### config.mk
export PLATFORM = sky130hd
export DESIGN_NAME = b58_cell
export DESIGN_NICKNAME = d
export VERILOG_FILES = /design/src/sv/base58_encoder_assert.svh /design/src/sv/b58_pkg.sv /design/src/sv/b58_cell.sv
export SDC_FILE = /design/constraint.sdc
export NUM_CORES = 1
export LEC_CHECK = 0
export ABC_AREA = 1
export ABC_CLOCK_PERIOD_IN_PS = 7600
export BUFFER_PORTS_ARGS = -buffer_cell sky130_fd_sc_hd__buf_4
export CORE_ASPECT_RATIO = 1.4
export CORE_MARGIN = 2
export CORE_UTILIZATION = 30
export CTS_CLUSTER_SIZE = 16
export DETAILED_ROUTE_END_ITERATION = 16
export GPL_ROUTABILITY_DRIVEN = 0
export PLACE_DENSITY_LB_ADDON = 0.05
export SYNTH_ARGS = -nofsm -noshare
export SYNTH_HDL_FRONTEND = slang
export SYNTH_SLANG_ARGS = --single-unit
### constraint.sdc
create_clock -name clk -period 7.6 [get_ports clk]
set_input_delay 1.52 -clock clk [delete_from_list [all_inputs] [get_ports clk]]
set_output_delay 1.52 -clock clk [all_outputs]
set_load 0.05 [all_outputs]
### src/sv/base58_encoder_assert.svh
// assertion macros shared by the base58 encoder rtl
`ifndef BASE58_ENCODER_ASSERT_SVH
`define BASE58_ENCODER_ASSERT_SVH

// same-cycle implication, sampled on clk, off during reset
`define B58_ASSERT_IMPL(lbl, ante, cons, msg) \
  lbl: assert property (@(posedge clk) disable iff (!rst_n) (ante) |-> (cons)) \
    else $error(msg);

// next-cycle implication, sampled on clk, off during reset
`define B58_ASSERT_NEXT(lbl, ante, cons, msg) \
  lbl: assert property (@(posedge clk) disable iff (!rst_n) (ante) |=> (cons)) \
    else $error(msg);

`endif

### src/sv/b58_pkg.sv
// types, constants and the alphabet function of the base58 encoder
package b58_pkg;

  localparam int unsigned MAX_BYTES_DEF = 64;
  localparam int unsigned DIG_W         = 6;

  // floor(v * RECIP / 2**RECIP_SHIFT) == floor(v / 58) for v < 2**14
  localparam logic [14:0] RECIP       = 15'd18079;
  localparam int unsigned RECIP_SHIFT = 20;

  typedef struct packed {
    logic [7:0] data_byte;
    logic       last_byte;
  } in_t;

  typedef struct packed {
    logic [63:0] text_chars;
    logic [3:0]  char_count;
    logic        last_word;
    logic        too_long;
  } out_t;

  // carry handed from one digit cell to the next more significant one
  typedef struct packed {
    logic       en;
    logic [7:0] carry;
  } cr_t;

  // one character beat into the packer
  typedef struct packed {
    logic       vld;
    logic [7:0] ch;
    logic       last;
    logic       too_long;
  } pk_req_t;

  function automatic logic [7:0] b58_char(input logic [DIG_W-1:0] d);
    logic [7:0] dv;
    dv = {2'b00, d};
    priority if (dv < 8'd9)  return 8'(dv + 8'h31);
    else if (dv < 8'd17)     return 8'(dv + 8'h38);
    else if (dv < 8'd22)     return 8'(dv + 8'h39);
    else if (dv < 8'd33)     return 8'(dv + 8'h3A);
    else if (dv < 8'd44)     return 8'(dv + 8'h40);
    else                     return 8'(dv + 8'h41);
  endfunction

endpackage

### src/sv/b58_cell.sv
// one base-58 digit cell: digit*256+carry split into digit and carry, or shift
module b58_cell (
  input  logic                        clk,
  input  logic                        rst_n,
  input  logic                        clr,
  input  logic                        shift,
  input  logic [b58_pkg::DIG_W-1:0]   shift_in,
  input  b58_pkg::cr_t                cin,
  output b58_pkg::cr_t                cout,
  output logic [b58_pkg::DIG_W-1:0]   digit
);

  logic [b58_pkg::DIG_W-1:0] digit_r, digit_nxt;
  b58_pkg::cr_t              cout_r;
  logic [13:0]               val;
  logic [28:0]               prod;
  logic [7:0]                quo;
  logic [13:0]               quo58;
  logic [13:0]               rem;

  always_comb begin
    val   = {digit_r, 8'h00} + {6'd0, cin.carry};
    prod  = {15'd0, val} * {14'd0, b58_pkg::RECIP};
    quo   = prod[b58_pkg::RECIP_SHIFT+7:b58_pkg::RECIP_SHIFT];
    // 58 = 64 - 4 - 2
    quo58 = {quo, 6'b0} - {4'd0, quo, 2'b0} - {5'd0, quo, 1'b0};
    rem   = val - quo58;
    digit_nxt = digit_r;
    if (cin.en) begin
      digit_nxt = rem[b58_pkg::DIG_W-1:0];
    end else if (shift) begin
      digit_nxt = shift_in;
    end
  end

  always_ff @(posedge clk) begin
    if (!rst_n || clr) begin
      digit_r      <= '0;
      cout_r.en    <= 1'b0;
      cout_r.carry <= '0;
    end else begin
      digit_r      <= digit_nxt;
      cout_r.en    <= cin.en;
      cout_r.carry <= quo;
    end
  end

  assign cout  = cout_r;
  assign digit = digit_r;

endmodule

==> out/results.md <==
| Group | Result | Value |
| --- | --- | --- |
| die | Die ar. | 17100 um^2 |
| clocking | Number of clock buffers inserted by TritonCTS | 3 |
| die | Width of the die | 111 um |
| layout | Layout Cell Area excl Fill | 5720 um^2 |
| critical path | Top fanout value on the critical path | 6 |
| placed design | Placed Instance Area | 5500 um^2 |
| critical path | Arrival @ worst endpoint | 7390 ps |
| sta | RSZ-0062 raised after global routing | no |
| sta | Shortest period the worst path allows | 7260 ps |
| die | Core outline area | 15700 um^2 |
| clocking | Clk Tree Root Cell | clkbuf_16 |
| placed design | Sum of net half-perimeters after detailed placement | 12.3 mm |
| layout | Proportion of layout cells with a drive suffix above 1 | 13.7% |
| outcome | Result of the run | completed |
| synth | Number of flops mapped to enable cells by yosys | 0 |
| clocking | Clock network latency to the later pin of the worst-skew pair | 250 ps |
| layout | Count of antenna diodes in the layout | 0 |
| routing | Total detailed-routing wirelength | 13.3 mm |
| die | Chip height | 154 um |
| sta | Number of max-slew violations in the final report | 0 |
| routing | Number of antenna-violating nets in the routed design | 0 |
| sta | Endpoints failing hold | 0 |
| synth | Asr flop ratio synth | 0% |
| sta | Rel. slew slack | 65.0% |
| placed design | Pre-CTS worst setup slack | -115 ps |
| critical path | Critical Path Slowest Stage Cell | fa_1 |
| sta | Transition time at the pin with the least slew margin | 524 ps |
| global route | Remaining Overflow, GRT | 0 |
| die | Starting utilization of the core area | 30.8% |
| synth | Synth Area per Inst | 8.13 um^2 |
| routing | Number of DRC markers after the initial detailed-route iteration | 119 |
| routing | Average via count per standard cell | 4.48 |
| clocking | Clock-pin slew on the worst setup and hold paths | 50 ps |
| global route | Largest net degree at the start of global routing | 11 |
| synth | Dominant register cell in the synthesized netlist | dfxtp_1 |
| synth | Synth Net Count | 803 |
| routing | Via Count | 3815 |
| global route | Number of antenna violations at the first check in global routing | 0 |
| clocking | Clock tree from TritonCTS | built |
| sta | Fin Clk Skew | 6.23 ps |
| clocking | Buffers from clock root to sink, at most | 2 |
| critical path | Worst EP required | 7730 ps |
| layout | Final layout net count | 867 |
| clocking | H-Tree Level Count | 1 |
| die | Top-level I/O count | 34 |
| global route | Total track usage | 16.4% |
| placed design | Port Buf Inserts | 33 |
| layout | Area delta synth->final | 18.7% |
| sta | Finish-stage setup viols | 0 |
| sta | Final Worst Setup Slack | 341 ps |
| critical path | Maximum single-stage delay on the critical path | 560 ps |
| synth | Yosys warning total | 0 |
| placed design | Number of cells in the design after placement | 846 |
| clocking | Number of clock sinks | 15 |
| routing | Routed wirelength normalized by instance count | 15.6 um |
| routing | Number of remaining DRC errors | 0 |
| layout | Fillers | 1686 |
| synth | Number of storage elements in the synthesis netlist | 15 |
| die | Row cnt | 54 |
| job | Maximum Capacitance Violations | 0 |
| layout | Final cell count without fillers | 852 |
| synth | Number of unique standard cell types used by synthesis | 31 |
| synth | Total standard cell area after synthesis | 4820 um^2 |
| critical path | Element type at the critical path end | flip-flop |
| synth | Number of cells produced by synthesis | 593 |
| global route | First-pass GRT wire length | 21.9 mm |
| routing | DR pass1 iterations | 4 |
| global route | Vias in the first global route | 4226 |
| sta | Setup_tns | 0 ps |
| sta | Maximum clock frequency | 138 MHz |
| critical path | Crit path launch type | input pin |
| critical path | Dominant cell type by count on the critical path | nand2_1 |
| min path | Class of the tightest hold or removal check | flip-flop to flip-flop |
| critical path | Setup slack of the most critical reg-to-reg path | 720 ps |
| sta | Final critical-path share of the clock period | 95.5% |
| critical path | Start-to-end type of the worst setup path | input pin to flip-flop |
| synth | Post-synthesis sequential area ratio | 6.23% |
[stage by stage]
step | utilization (%) | hold slack [ps]
final | 36.5 | 717
after global routing | 36.5 | 739
after CTS | 35.6 | 728
after detailed placement | 35.1 | 720
after global placement | 35.1 | 716
after floorplan | - | 783
[critical path: cells and delay by family]
kind | cells | cell delay (ps)
AO/OA/AOI/OAI | 5 | 860
XOR/XNOR | 2 | 330
adder cells (fa/ha/maj) | 9 | 3480
buffers and inverters | 8 | 580
AND/OR/NAND/NOR | 9 | 570
[cell usage after synthesis (all sizes together) (5+ instances only)]
| master | n | area share [%] |
|---|---|---|
| a21oi | 21 | 2.3 |
| nand4 | 5 | 0.65 |
| dfxtp | 15 | 6.2 |
| nand2 | 106 | 8.3 |
| nand3 | 13 | 1.5 |
| o21ai | 5 | 0.52 |
| xnor2 | 5 | 0.91 |
| fa | 63 | 26 |
| inv | 165 | 13 |
| nor2 | 39 | 3.1 |
| ha | 128 | 33 |
[cell families after synthesis]
group | after synthesis | synth area share [%]
xor+xnor | 8 | 1.45
buf+inv | 167 | 13.1
simple gates | 169 | 14.3
fa+ha+maj | 191 | 59.4
flops | 15 | 6.23
compound gates | 43 | 5.63
[cells in the final DEF (no fill, tap or decap), types with 3 or more instances in the layout]
| cell | netlist | final |
|---|---|---|
| xnor2_1 | 5 | 3 |
| ha_1 | 128 | 123 |
| nand2_1 | 105 | 105 |
| or2_2 | 3 | 3 |
| buf_4 | 1 | 61 |
| fa_1 | 63 | 62 |
| inv_1 | 165 | 164 |
| o21ai_0 | 5 | 5 |
| xor2_1 | 3 | 3 |
| dfxtp_1 | 15 | 15 |
| o21bai_1 | 3 | 3 |
| clkbuf_16 | 0 | 3 |
| a21oi_1 | 20 | 20 |
| nand4_1 | 5 | 5 |
| ha_4 | 0 | 5 |
| nor2_1 | 37 | 37 |
| nand3_1 | 12 | 12 |
[metal layers]
layer	global-route usage, %	part of all wire (%)
met1	18.3	39
met2	33.3	56
met3	1.22	2.0
met4	3.59	2.1
met5	0	0
[repair_timing]
item	in CTS	in global routing
endpoints found under the setup margin	0	3
gates resized for setup	0	16
hold buffers	0	0
setup buffers	0	2
[final timing paths]
path,endpoint,start,cells past startpoint
worst max-delay path,digit[5]$_SDFFE_PP0P_,cin[6],33
worst min-delay path,digit[5]$_SDFFE_PP0P_,digit[5]$_SDFFE_PP0P_,3
worst max register to register,digit[5]$_SDFFE_PP0P_,digit[3]$_SDFFE_PP0P_,29
worst min register to register,digit[5]$_SDFFE_PP0P_,digit[5]$_SDFFE_PP0P_,3
[cell type report]
type	instances	area [um^2]	share of cell area, %
multi-input cells	411	4020	70.2
flip-flops and latches	15	300	5.25
clock inverters	1	5.00	0.0875
clock buffers	3	75.1	1.31
inverters	165	619	10.8
repair buffers	61	458	8.00
well taps	196	245	4.29
[state kept, by name (all words and copies together), names as in the netlist]
register,cells
cout,9
digit,6
Power is left out: the tool's default activity adds up to more than one toggle a clock period on the data nets, which glitch-free logic cannot reach.
