[src/sv/base58_encoder_assert.svh]
// assertion macros shared by the base58 encoder rtl
`ifndef BASE58_ENCODER_ASSERT_SVH
`define BASE58_ENCODER_ASSERT_SVH

// same-cycle implication, sampled on clk, off during reset
`define B58_ASSERT_IMPL(lbl, ante, cons, msg) \
  lbl: assert property (@(posedge clk) disable iff (!rst_n) (ante) |-> (cons)) \
    else $error(msg);

// next-cycle implication, sampled on clk, off during reset
`define B58_ASSERT_NEXT(lbl, ante, cons, msg) \
  lbl: assert property (@(posedge clk) disable iff (!rst_n) (ante) |=> (cons)) \
    else $error(msg);

`endif

[src/sv/b58_pkg.sv]
// types, constants and the alphabet function of the base58 encoder
package b58_pkg;

  localparam int unsigned MAX_BYTES_DEF = 64;
  localparam int unsigned DIG_W         = 6;

  // floor(v * RECIP / 2**RECIP_SHIFT) == floor(v / 58) for v < 2**14
  localparam logic [14:0] RECIP       = 15'd18079;
  localparam int unsigned RECIP_SHIFT = 20;

  typedef struct packed {
    logic [7:0] data_byte;
    logic       last_byte;
  } in_t;

  typedef struct packed {
    logic [63:0] text_chars;
    logic [3:0]  char_count;
    logic        last_word;
    logic        too_long;
  } out_t;

  // carry handed from one digit cell to the next more significant one
  typedef struct packed {
    logic       en;
    logic [7:0] carry;
  } cr_t;

  // one character beat into the packer
  typedef struct packed {
    logic       vld;
    logic [7:0] ch;
    logic       last;
    logic       too_long;
  } pk_req_t;

  function automatic logic [7:0] b58_char(input logic [DIG_W-1:0] d);
    logic [7:0] dv;
    dv = {2'b00, d};
    priority if (dv < 8'd9)  return 8'(dv + 8'h31);
    else if (dv < 8'd17)     return 8'(dv + 8'h38);
    else if (dv < 8'd22)     return 8'(dv + 8'h39);
    else if (dv < 8'd33)     return 8'(dv + 8'h3A);
    else if (dv < 8'd44)     return 8'(dv + 8'h40);
    else                     return 8'(dv + 8'h41);
  endfunction

endpackage

[src/sv/b58_packer.sv]
// packs characters eight to a result word and holds the output register
module b58_packer (
  input  logic             clk,
  input  logic             rst_n,
  input  b58_pkg::pk_req_t req,
  output logic             slot_free,
  output logic             out_valid,
  input  logic             out_ready,
  output b58_pkg::out_t    out_payload
);

  logic [2:0]    fill_r;
  logic [63:0]   word_r;
  logic [63:0]   word_ins;
  logic          load;
  logic          out_valid_r;
  b58_pkg::out_t res_r, res_nxt;

  always_comb begin
    word_ins = word_r;
    for (int i = 0; i < 8; i++) begin
      if (fill_r == 3'(i)) word_ins[8*i +: 8] = req.ch;
    end
    load = req.vld && (req.too_long || req.last || fill_r == 3'd7);
    if (req.too_long) begin
      res_nxt.text_chars = '0;
      res_nxt.char_count = '0;
      res_nxt.last_word  = 1'b1;
      res_nxt.too_long   = 1'b1;
    end else begin
      res_nxt.text_chars = word_ins;
      res_nxt.char_count = 4'({1'b0, fill_r} + 4'd1);
      res_nxt.last_word  = req.last;
      res_nxt.too_long   = 1'b0;
    end
  end

  always_ff @(posedge clk) begin
    if (!rst_n) begin
      out_valid_r <= 1'b0;
      fill_r      <= '0;
      word_r      <= '0;
    end else begin
      if (load) begin
        out_valid_r <= 1'b1;
      end else if (out_ready) begin
        out_valid_r <= 1'b0;
      end
      if (load) begin
        fill_r <= '0;
        word_r <= '0;
      end else if (req.vld) begin
        fill_r <= 3'(fill_r + 3'd1);
        word_r <= word_ins;
      end
    end
  end

  always_ff @(posedge clk) begin
    if (load) res_r <= res_nxt;
  end

  assign slot_free   = !out_valid_r || out_ready;
  assign out_valid   = out_valid_r;
  assign out_payload = res_r;

endmodule

[config.mk]
export PLATFORM = sky130hd
export DESIGN_NAME = b58_packer
export DESIGN_NICKNAME = d
export VERILOG_FILES = /design/src/sv/base58_encoder_assert.svh /design/src/sv/b58_pkg.sv /design/src/sv/b58_packer.sv
export SDC_FILE = /design/constraint.sdc
export NUM_CORES = 1
export LEC_CHECK = 0
export ABC_AREA = 1
export BUFFER_PORTS_ARGS = -buffer_cell sky130_fd_sc_hd__buf_4
export CORE_ASPECT_RATIO = 1.5
export CORE_MARGIN = 2
export CORE_UTILIZATION = 40
export DETAILED_ROUTE_END_ITERATION = 10
export PLACE_DENSITY = 0.65
export REMOVE_ABC_BUFFERS = 1
export SLEW_MARGIN = 40
export SYNTH_ARGS = -nofsm -noshare
export SYNTH_HDL_FRONTEND = slang
export SYNTH_SLANG_ARGS = --single-unit
[constraint.sdc]
create_clock -name clk -period 2.7 [get_ports clk]
set_input_delay 0.135 -clock clk [delete_from_list [all_inputs] [get_ports clk]]
set_output_delay 0.135 -clock clk [all_outputs]
set_load 0.05 [all_outputs]
==> results of run 1 <==
==> stage by stage <==
stage,power (mW),utilization (%),instances
2_1_floorplan,2.81,-,675
3_3_place_gp,3.06,45.0,974
3_5_place_dp,3.06,45.0,974
4_1_cts,5.42,48.9,1007
5_1_grt,5.56,48.9,1007
6_report,5.37,48.9,1007
==> routing by layer <==
layer	up-vias	track usage (%)	wire length, um
met5	-	0	0
met4	0	8.60	470
met3	32	4.16	841
met2	153	31.9	7770
met1	2376	23.7	6570
li1	2532	-	-
==> final cells by class <==
| class | instances | area [um^2] | area share (%) |
|---|---|---|---|
| clock buffers | 17 | 425 | 5.59 |
| clock inverters | 15 | 175 | 2.30 |
| inverters | 11 | 43.8 | 0.576 |
| multi-input cells | 526 | 2480 | 32.6 |
| flip-flops and latches | 138 | 3460 | 45.5 |
| well taps | 203 | 254 | 3.34 |
| repair buffers | 97 | 768 | 10.1 |
==> worst max-delay path: stages, from the launching register on <==
cell and delay (ps):
dfxtp_1 420, ha_1 210, ha_1 360, inv_4 120, nand2_4 110, nand2_8 50, inv_2 370, buf_12 260
==> synth_stat cells <==
cell type	count
nand2_8	1
inv_4	1
a21boi_0	16
a21oi_1	65
buf_2	16
nor4_1	1
or2_0	1
nand2_2	3
inv_1	9
nand2_4	2
clkbuf_1	17
buf_4	14
ha_1	6
edfxtp_1	70
nor2_8	1
o21ai_0	1
dfxtp_1	68
a21boi_1	1
nand2_1	165
nor2_2	1
or2_1	10
or2_2	37
xnor2_1	1
nor2_1	118
buf_6	9
inv_2	1
nand3_1	96
==> registers in the layout, indices dropped and copies added (netlist names) <==
signal and count:
out_payload 70, word_r 64, fill_r 3, out_valid 1
==> power breakdown <==
part / switching (mW) / leakage (nW) / internal [mW]
clock network: 0.903 / 0.297 / 1.45
registers: 0.0334 / 1.25 / 2.30
logic: 0.482 / 1.74 / 0.202
total: 1.42 / 3.29 / 3.96
==> cells by family after synthesis <==
logic type / Yosys count / share of synthesized area (%)
compound gates: 83 / 7.23
flops: 138 / 54.7
buf+inv: 67 / 6.22
xor+xnor: 1 / 0.138
fa+ha+maj: 6 / 1.18
simple gates: 436 / 30.6
==> path summary, 6_finish.rpt <==
kind / to / slack (ps)
max: out_payload[24] / 470
min: out_payload[1] / 20
max reg2reg: out_payload[24] / 470
min reg2reg: out_valid / 510
==> what timing repair did <==
item,4_1_cts,5_1_grt
resized for setup,0,0
hold endpoints to repair,1,0
hold buffers,1,0
==> out/metrics.csv, run 1 <==
metric;value;unit
clock root buffer master;clkbuf_16;
FP Rows;56;
placer congestion estimate;0.812;
post-synth top area cell;edfxtp_1;
Design Area, Final;7610;um^2
Layout Skew;5.40;ps
worst hold path type;input port to register;
clock transition at the registers of the reported paths;60;ps
deepest clock path buffer count;2;
CP Data Arrival Time;2340;ps
setup TNS;0;ps
Reg-to-Reg Start;fill_r[0];
Post-CTS Setup Bufs;0;
NumNets Final;811;
Die X;107;um
Routed WL;15600;um
I/O Buffers;85;
Detailed Routing Iterations Pass 1;5;
pre-CTS setup slack;473;ps
Seq/Total Area, Yosys;54.7;%
crit-path max FO;30;
most common cell after layout, fill and taps aside;nand2_1;
vias per inst;5.06;
pin count of the biggest net entering global routing;51;
commonest non-fill, non-tap cells in the layout;165 x nand2_1, 118 x nor2_1, 96 x nand3_1;
CTS Sinks;138;
Area Growth Syn to Fin;20.1;%
initial antenna violation count;0;
period utilisation layout;82.5;%
Core ar.;15600;um^2
post-synthesis register bit count;138;
VDD IR max;377;uV
WHS;23.9;ps
GRT Residual Overflow;0;
ranking of synthesized cells by area;edfxtp_1 33%, dfxtp_1 21%, nand2_1 9.8%, nand3_1 7.6%, nor2_1 7.0%;
required time worst endpoint;2810;ps
FILL cells;1497;
first-pass GRT wire length;24600;um
CTS H-tree depth;4;
Mapped Cells;731;
Setup-failing EPs final;0;
post-route minimum period;2230;ps
Iteration-0 DRC Markers;376;
Hold Startpoint;req[1];
Vias;5093;
CTS Buf Count;17;
Cell Area, Placed;7000;um^2
vias in the first global route;4800;
post-route setup slack;473;ps
power per cell area;706;nW/um^2
Ys Warns;0;
Worst setup SP type;register;
type of element capturing the critical path;register;
final count of hold timing violations;0;
Ant. Diodes;0;
Syn Area/Cell;8.67;um^2
max_cap viols;0;
Lkg Pwr;3.29;nW
CTS tree;yes;
kind of critical path;register to register;
count of final max-slew check failures;0;
DIE AREA;16900;um^2
GRT Util Overall;19.1;%
Synth cell types;27;
R2R cell count;7;
DRC violation count after routing;0;
Initial Util;40.7;%
status;completed;
hold path depth;3;
share of cells above drive strength 1;22.0;%
DIE HEIGHT;158;um
Routed wire per std cell;15.5;um
DRT antenna net count;0;
Critical Path Start;fill_r[0];
HPWL Detailed;9390;um
Fmax;449;MHz
RSZ-0062 raised after global routing;no;
Worst-Margin Slew;573;ps
Yosys top cell area share;33.2;%
Post-Syn Area;6340;um^2
Slew HR;61.8;%
Worst-Skew Late Latency;420;ps
I/O Pins;86;
Power figures use the tool's default switching activity.
==> run 2, diff against run 1 <==
Settings changed: PLACE_DENSITY 0.65 to 0.63.
Clock period 2.7 ns to 2.2 ns, I/O delays scaled along.
==> run 2 against run 1 <==
- global-route usage decreased by 0.70 points
- cell area up 0.28%
- register-to-register slack got worse by 190 ps
- critical endpoint is now out_payload[47]
- largest cell class unchanged
==> out/metrics.csv, run 2 (same netlist as run 1, synthesis figures left out) <==
metric;value;unit;change
Setup-failing EPs final;0;;unchanged
DIE HEIGHT;158;um;unchanged
NumNets Final;817;;+0.74%
Comb pwr share;12.7;%;about the same
WHS;102;ps;+78.0 ps
CTS Sinks;138;;unchanged
share of cells above drive strength 1;21.9;%;-0.16 points
setup TNS;0;ps;unchanged
required time worst endpoint;2270;ps;-540 ps
final count of hold timing violations;0;;unchanged
Die X;107;um;unchanged
WP buf/inv;3;;unchanged
CTS H-tree depth;4;;unchanged
max_cap viols;0;;unchanged
Detailed Routing Iterations Pass 1;7;;+2
worst hold path type;input port to register;;
Reg power frac;43.4;%;about the same
Routed wire per std cell;14.9;um;-4.0%
type of element capturing the critical path;register;;
Top delay family on crit path;buffers and inverters;;
first-pass GRT wire length;24300;um;-1.5%
kind of critical path;register to register;;
FP Rows;56;;unchanged
CTS tree;yes;;
commonest non-fill, non-tap cells in the layout;165 x nand2_1, 118 x nor2_1, 100 x buf_4;;
Lkg Pwr;3.31;nW;+0.45%
RSZ-0062 raised after global routing;no;;
CP max stage delay;410;ps;about the same
Slowest cell on crit path;dfxtp_1;;
post-route minimum period;1920;ps;-305 ps
Initial Util;40.7;%;unchanged
period utilisation layout;87.4;%;+4.9 points
Util after Layout;49.1;%;+0.14 points
vias in the first global route;4701;;-2.1%
crit-path max FO;30;;unchanged
most used cell, CP;ha_1;;
Reg-to-Reg Start;fill_r[0];;
count of final max-slew check failures;0;;unchanged
pin count of the biggest net entering global routing;51;;unchanged
Cell Area, Placed;7010;um^2;+0.18%
I/O Pins;86;;unchanged
P_sw;1.66;mW;+17%
placer congestion estimate;0.773;;-4.8%
Worst setup SP type;register;;
Core ar.;15600;um^2;unchanged
DRT antenna net count;0;;unchanged
Worst-Margin Slew;584;ps;+11.1 ps
vias per inst;5.01;;-0.89%
DRC violation count after routing;0;;unchanged
Iteration-0 DRC Markers;365;;-2.9%
Ant. Diodes;0;;unchanged
initial antenna violation count;0;;unchanged
Routed WL;15100;um;-3.4%
deepest clock path buffer count;2;;unchanged
HPWL Detailed;9380;um;-0.19%
Design Area, Final;7630;um^2;+0.28%
VDD IR max;416;uV;+10%
Critical Path Start;fill_r[0];;
status;completed;;
Area Growth Syn to Fin;20.4;%;
clock root buffer master;clkbuf_16;;
Hold Startpoint;req[10];;
Tot Pwr;6.60;mW;+23%
Vias;5078;;-0.29%
clock transition at the registers of the reported paths;60;ps;about the same
I/O Buffers;85;;unchanged
DIE AREA;16900;um^2;unchanged
CTS Buf Count;17;;unchanged
most common cell after layout, fill and taps aside;nand2_1;;
Worst-Skew Late Latency;420;ps;about the same
GRT Residual Overflow;0;;unchanged
P_int;4.94;mW;+25%
Fmax;520;MHz;+16%
clock share of power;43.9;%;about the same
switching part of the total;25.1;%;-1.3 points
Largest register FFs;70;;unchanged
Slew HR;61.1;%;-0.74 points
CP Data Arrival Time;1990;ps;-350 ps
Post-CTS Setup Bufs;0;;unchanged
crit-path cells;ha_1 -> ha_1 -> inv_4 -> nand2_4 -> nand2_8 -> inv_2 -> buf_4;;
Layout Skew;12.9;ps;+7.53 ps
power per cell area;864;nW/um^2;+22%
GRT Util Overall;18.4;%;-0.70 points
run 2: worst paths after layout:
kind | endpoint | slack [ps] | depth (start not counted)
max reg2reg | out_payload[47] | 280 | 7
min | word_r[55] | 100 | 4
min reg2reg | out_valid | 490 | 2
max | out_payload[47] | 280 | 7
run 2: power groups by stage:
stage	clock, mW	sequential, mW	combinational, mW
after detailed placement	0	2.92	0.836
final	2.90	2.86	0.835
after global placement	0	2.92	0.833
after CTS	2.94	2.86	0.841
after floorplan	0	3.16	0.287
after global routing	3.06	2.87	0.900
run 2: final cells by class:
type	instances	area, um^2
Fill cell	1530	7930
Multi-Input combinational cell	526	2480
Sequential cell	138	3460
Clock buffer	24	482
Timing Repair Buffer	103	791
Tap cell	203	254
Clock inverter	8	118
Inverter	11	43.8
run 2: tightest hold or removal path: stages:
cell and delay (ps):
buf_4 150, nand2_8 100, nand3_1 80, nor2_1 40
run 2: repair_timing:
item / CTS / global route
hold buffers: 2 / 0
gates resized for setup: 0 / 0
endpoints found under the hold margin: 2 / 0
endpoints found under the setup margin: 0 / 0
run 2: metal layers:
| metal | GRT usage (%) | routed length [um] | part of all wire, % |
|---|---|---|---|
| met3 | 3.29 | 583 | 3.9 |
| met2 | 31.6 | 7870 | 52 |
| met5 | 0 | 0 | 0 |
| met4 | 7.05 | 246 | 1.6 |
| met1 | 23.1 | 6410 | 42 |
run 2: stage by stage:
stage,worst slack (ps),std cells
after floorplan,-1170,675
after global placement,315,979
after detailed placement,265,979
final,278,1013
after CTS,264,1013
after global routing,162,1013
==> run 3, diff against run 2 <==
Settings changed: BUFFER_PORTS_ARGS -buffer_cell sky130_fd_sc_hd__buf_4 to -buffer_cell sky130_fd_sc_hd__buf_2.
==> run 3 against run 2 <==
- via count is 0.43% higher
- register-to-register slack got worse by 20 ps
- global-route usage about the same
- count of clock-buffer cells in the layout decreased by 7
- critical path depth unchanged
- flip-flop and latch count stayed put
- non-clock buffer count unchanged
- critical path type unchanged
- sequential power hardly changed
- power down 4.1%
- critical endpoint is now out_payload[3]
- fmax decreased by 0.97%
- die area is the same
- combinational power fell by 5.3%
==> out/metrics.csv, run 3 (same netlist as run 1, synthesis figures left out) <==
metric;value;unit;change
status;completed;;
Ant. Diodes;0;;unchanged
most used cell, CP;ha_1;;
GRT Util Overall;18.5;%;+0.032 points
CP max stage delay;420;ps;about the same
Slew HR;69.8;%;+8.8 points
Largest register FFs;70;;unchanged
max_cap viols;0;;unchanged
Hold Startpoint;req[1];;
vias per inst;5.03;;+0.43%
hold path endpoint;out_payload[1];;
CTS H-tree depth;4;;unchanged
Worst setup SP type;register;;
Routed wire per std cell;14.9;um;about the same
final count of hold timing violations;0;;unchanged
post-route minimum period;1940;ps;+18.8 ps
HPWL Detailed;9350;um;-0.30%
CTS Buf Count;17;;unchanged
placer congestion estimate;0.785;;+1.5%
R2R Path End;out_payload[3];;
kind of critical path;register to register;;
FP Rows;56;;unchanged
commonest non-fill, non-tap cells in the layout;165 x nand2_1, 118 x nor2_1, 96 x nand3_1;;
clock share of power;42.3;%;-1.6 points
GRT Residual Overflow;0;;unchanged
P_int;4.58;mW;-7.3%
Reg power frac;45.2;%;+1.8 points
hold path depth;3;;-1
Worst-Skew Late Latency;420;ps;about the same
Reg-to-Reg Start;fill_r[0];;
Vias;5100;;+0.43%
crit-path max FO;70;;+130%
count of final max-slew check failures;0;;unchanged
vias in the first global route;4809;;+2.3%
Setup-failing EPs final;0;;unchanged
power per cell area;857;nW/um^2;-0.85%
Area Growth Syn to Fin;16.5;%;
Post-CTS Setup Bufs;0;;unchanged
P_sw;1.75;mW;+5.4%
CTS tree;yes;;
deepest clock path buffer count;2;;unchanged
initial antenna violation count;0;;unchanged
I/O Pins;86;;unchanged
NumNets Final;817;;unchanged
Slowest cell on crit path;dfxtp_1;;
required time worst endpoint;2280;ps;about the same
clock transition at the registers of the reported paths;60;ps;about the same
Lkg Pwr;3.22;nW;-2.7%
reg2reg setup slack;260;ps;-20 ps
crit-path cells;ha_1 -> ha_1 -> inv_4 -> nand2_4 -> nand2_8 -> inv_2 -> buf_12;;
type of element capturing the critical path;register;;
pin count of the biggest net entering global routing;71;;+39%
Util after Layout;47.4;%;-1.6 points
R2R cell count;7;;unchanged
RSZ-0062 raised after global routing;no;;
Core ar.;15600;um^2;unchanged
DRT antenna net count;0;;unchanged
Iteration-0 DRC Markers;350;;-4.1%
period utilisation layout;88.2;%;+0.86 points
Routed WL;15100;um;about the same
share of cells above drive strength 1;22.2;%;+0.37 points
Initial Util;40.7;%;unchanged
clock root buffer master;clkbuf_16;;
I/O Buffers;85;;unchanged
CTS Sinks;138;;unchanged
FILL cells;1533;;+0.20%
CP Data Arrival Time;2020;ps;+30 ps
VDD IR max;454;uV;+9.3%
Detailed Routing Iterations Pass 1;5;;-2
Worst-Margin Slew;448;ps;-136 ps
switching part of the total;27.6;%;+2.5 points
Comb pwr share;12.5;%;-0.2 points
Cell Area, Placed;6820;um^2;-2.7%
worst hold path type;input port to register;;
Fmax;515;MHz;-0.97%
DIE HEIGHT;158;um;unchanged
DIE AREA;16900;um^2;unchanged
post-cts resize count;0;;unchanged
Design Area, Final;7380;um^2;-3.3%
DRC violation count after routing;0;;unchanged
most common cell after layout, fill and taps aside;nand2_1;;
first-pass GRT wire length;24200;um;-0.14%
Die X;107;um;unchanged
Layout Skew;6.36;ps;-6.56 ps
-- run 3: through the flow --
stage          setup TNS (ps)  setup WS (ps)  power [mW]  hold slack [ps]  instances
2_1_floorplan          -82120          -1170        3.45              209        675
3_3_place_gp                0            315        3.70              437        980
3_5_place_dp                0            255        3.71              435        980
4_1_cts                     0            248        6.37             13.0       1013
5_1_grt                     0            105        6.56             19.1       1013
6_report                    0            259        6.32             21.5       1013
-- run 3: worst max path at each step --
stage	depth (start not counted)	from	to
3_3_place_gp	7	fill_r[0]	out_payload[34]
6_report	7	fill_r[0]	out_payload[3]
2_1_floorplan	5	fill_r[2]	out_payload[0]
3_5_place_dp	7	fill_r[0]	out_payload[33]
4_1_cts	7	fill_r[0]	out_payload[3]
5_1_grt	7	fill_r[0]	out_payload[3]
-- run 3: metal layers --
layer	global-route usage (%)	share of wire (%)	vias to the layer above
met5	0	0	-
met4	7.92	2.5	0
met3	3.58	4.3	25
met2	31.1	50	142
met1	23.1	43	2383
li1	-	-	2550
-- run 3: worst max-delay path, delay by kind of cell (launching register included) --
family | cells | cell delay (ps)
flip-flops | 1 | 420
adder cells (fa/ha/maj) | 2 | 430
buffers and inverters | 3 | 470
AND/OR/NAND/NOR | 2 | 200
-- run 3: layout make-up --
class                           instances  area (um^2)  area share (%)
Multi-Input combinational cell        526         2480            33.6
Clock buffer                           17          425            5.76
Inverter                               11         43.8           0.593
Tap cell                              203          254            3.44
Sequential cell                       138         3460            46.9
Timing Repair Buffer                  103          588            7.97
Clock inverter                         15          126            1.71
-- run 3: power by group through the flow --
stage / logic (mW) / registers [mW] / clock network (mW)
6_report: 0.791 / 2.86 / 2.67
3_5_place_dp: 0.792 / 2.91 / 0
2_1_floorplan: 0.287 / 3.16 / 0
3_3_place_gp: 0.790 / 2.91 / 0
5_1_grt: 0.856 / 2.87 / 2.84
4_1_cts: 0.797 / 2.86 / 2.72
-- run 3: repair_timing --
item | CTS | global route
hold endpoints to repair | 1 | 0
hold buffers | 1 | 0
endpoints found under the setup margin | 0 | 0
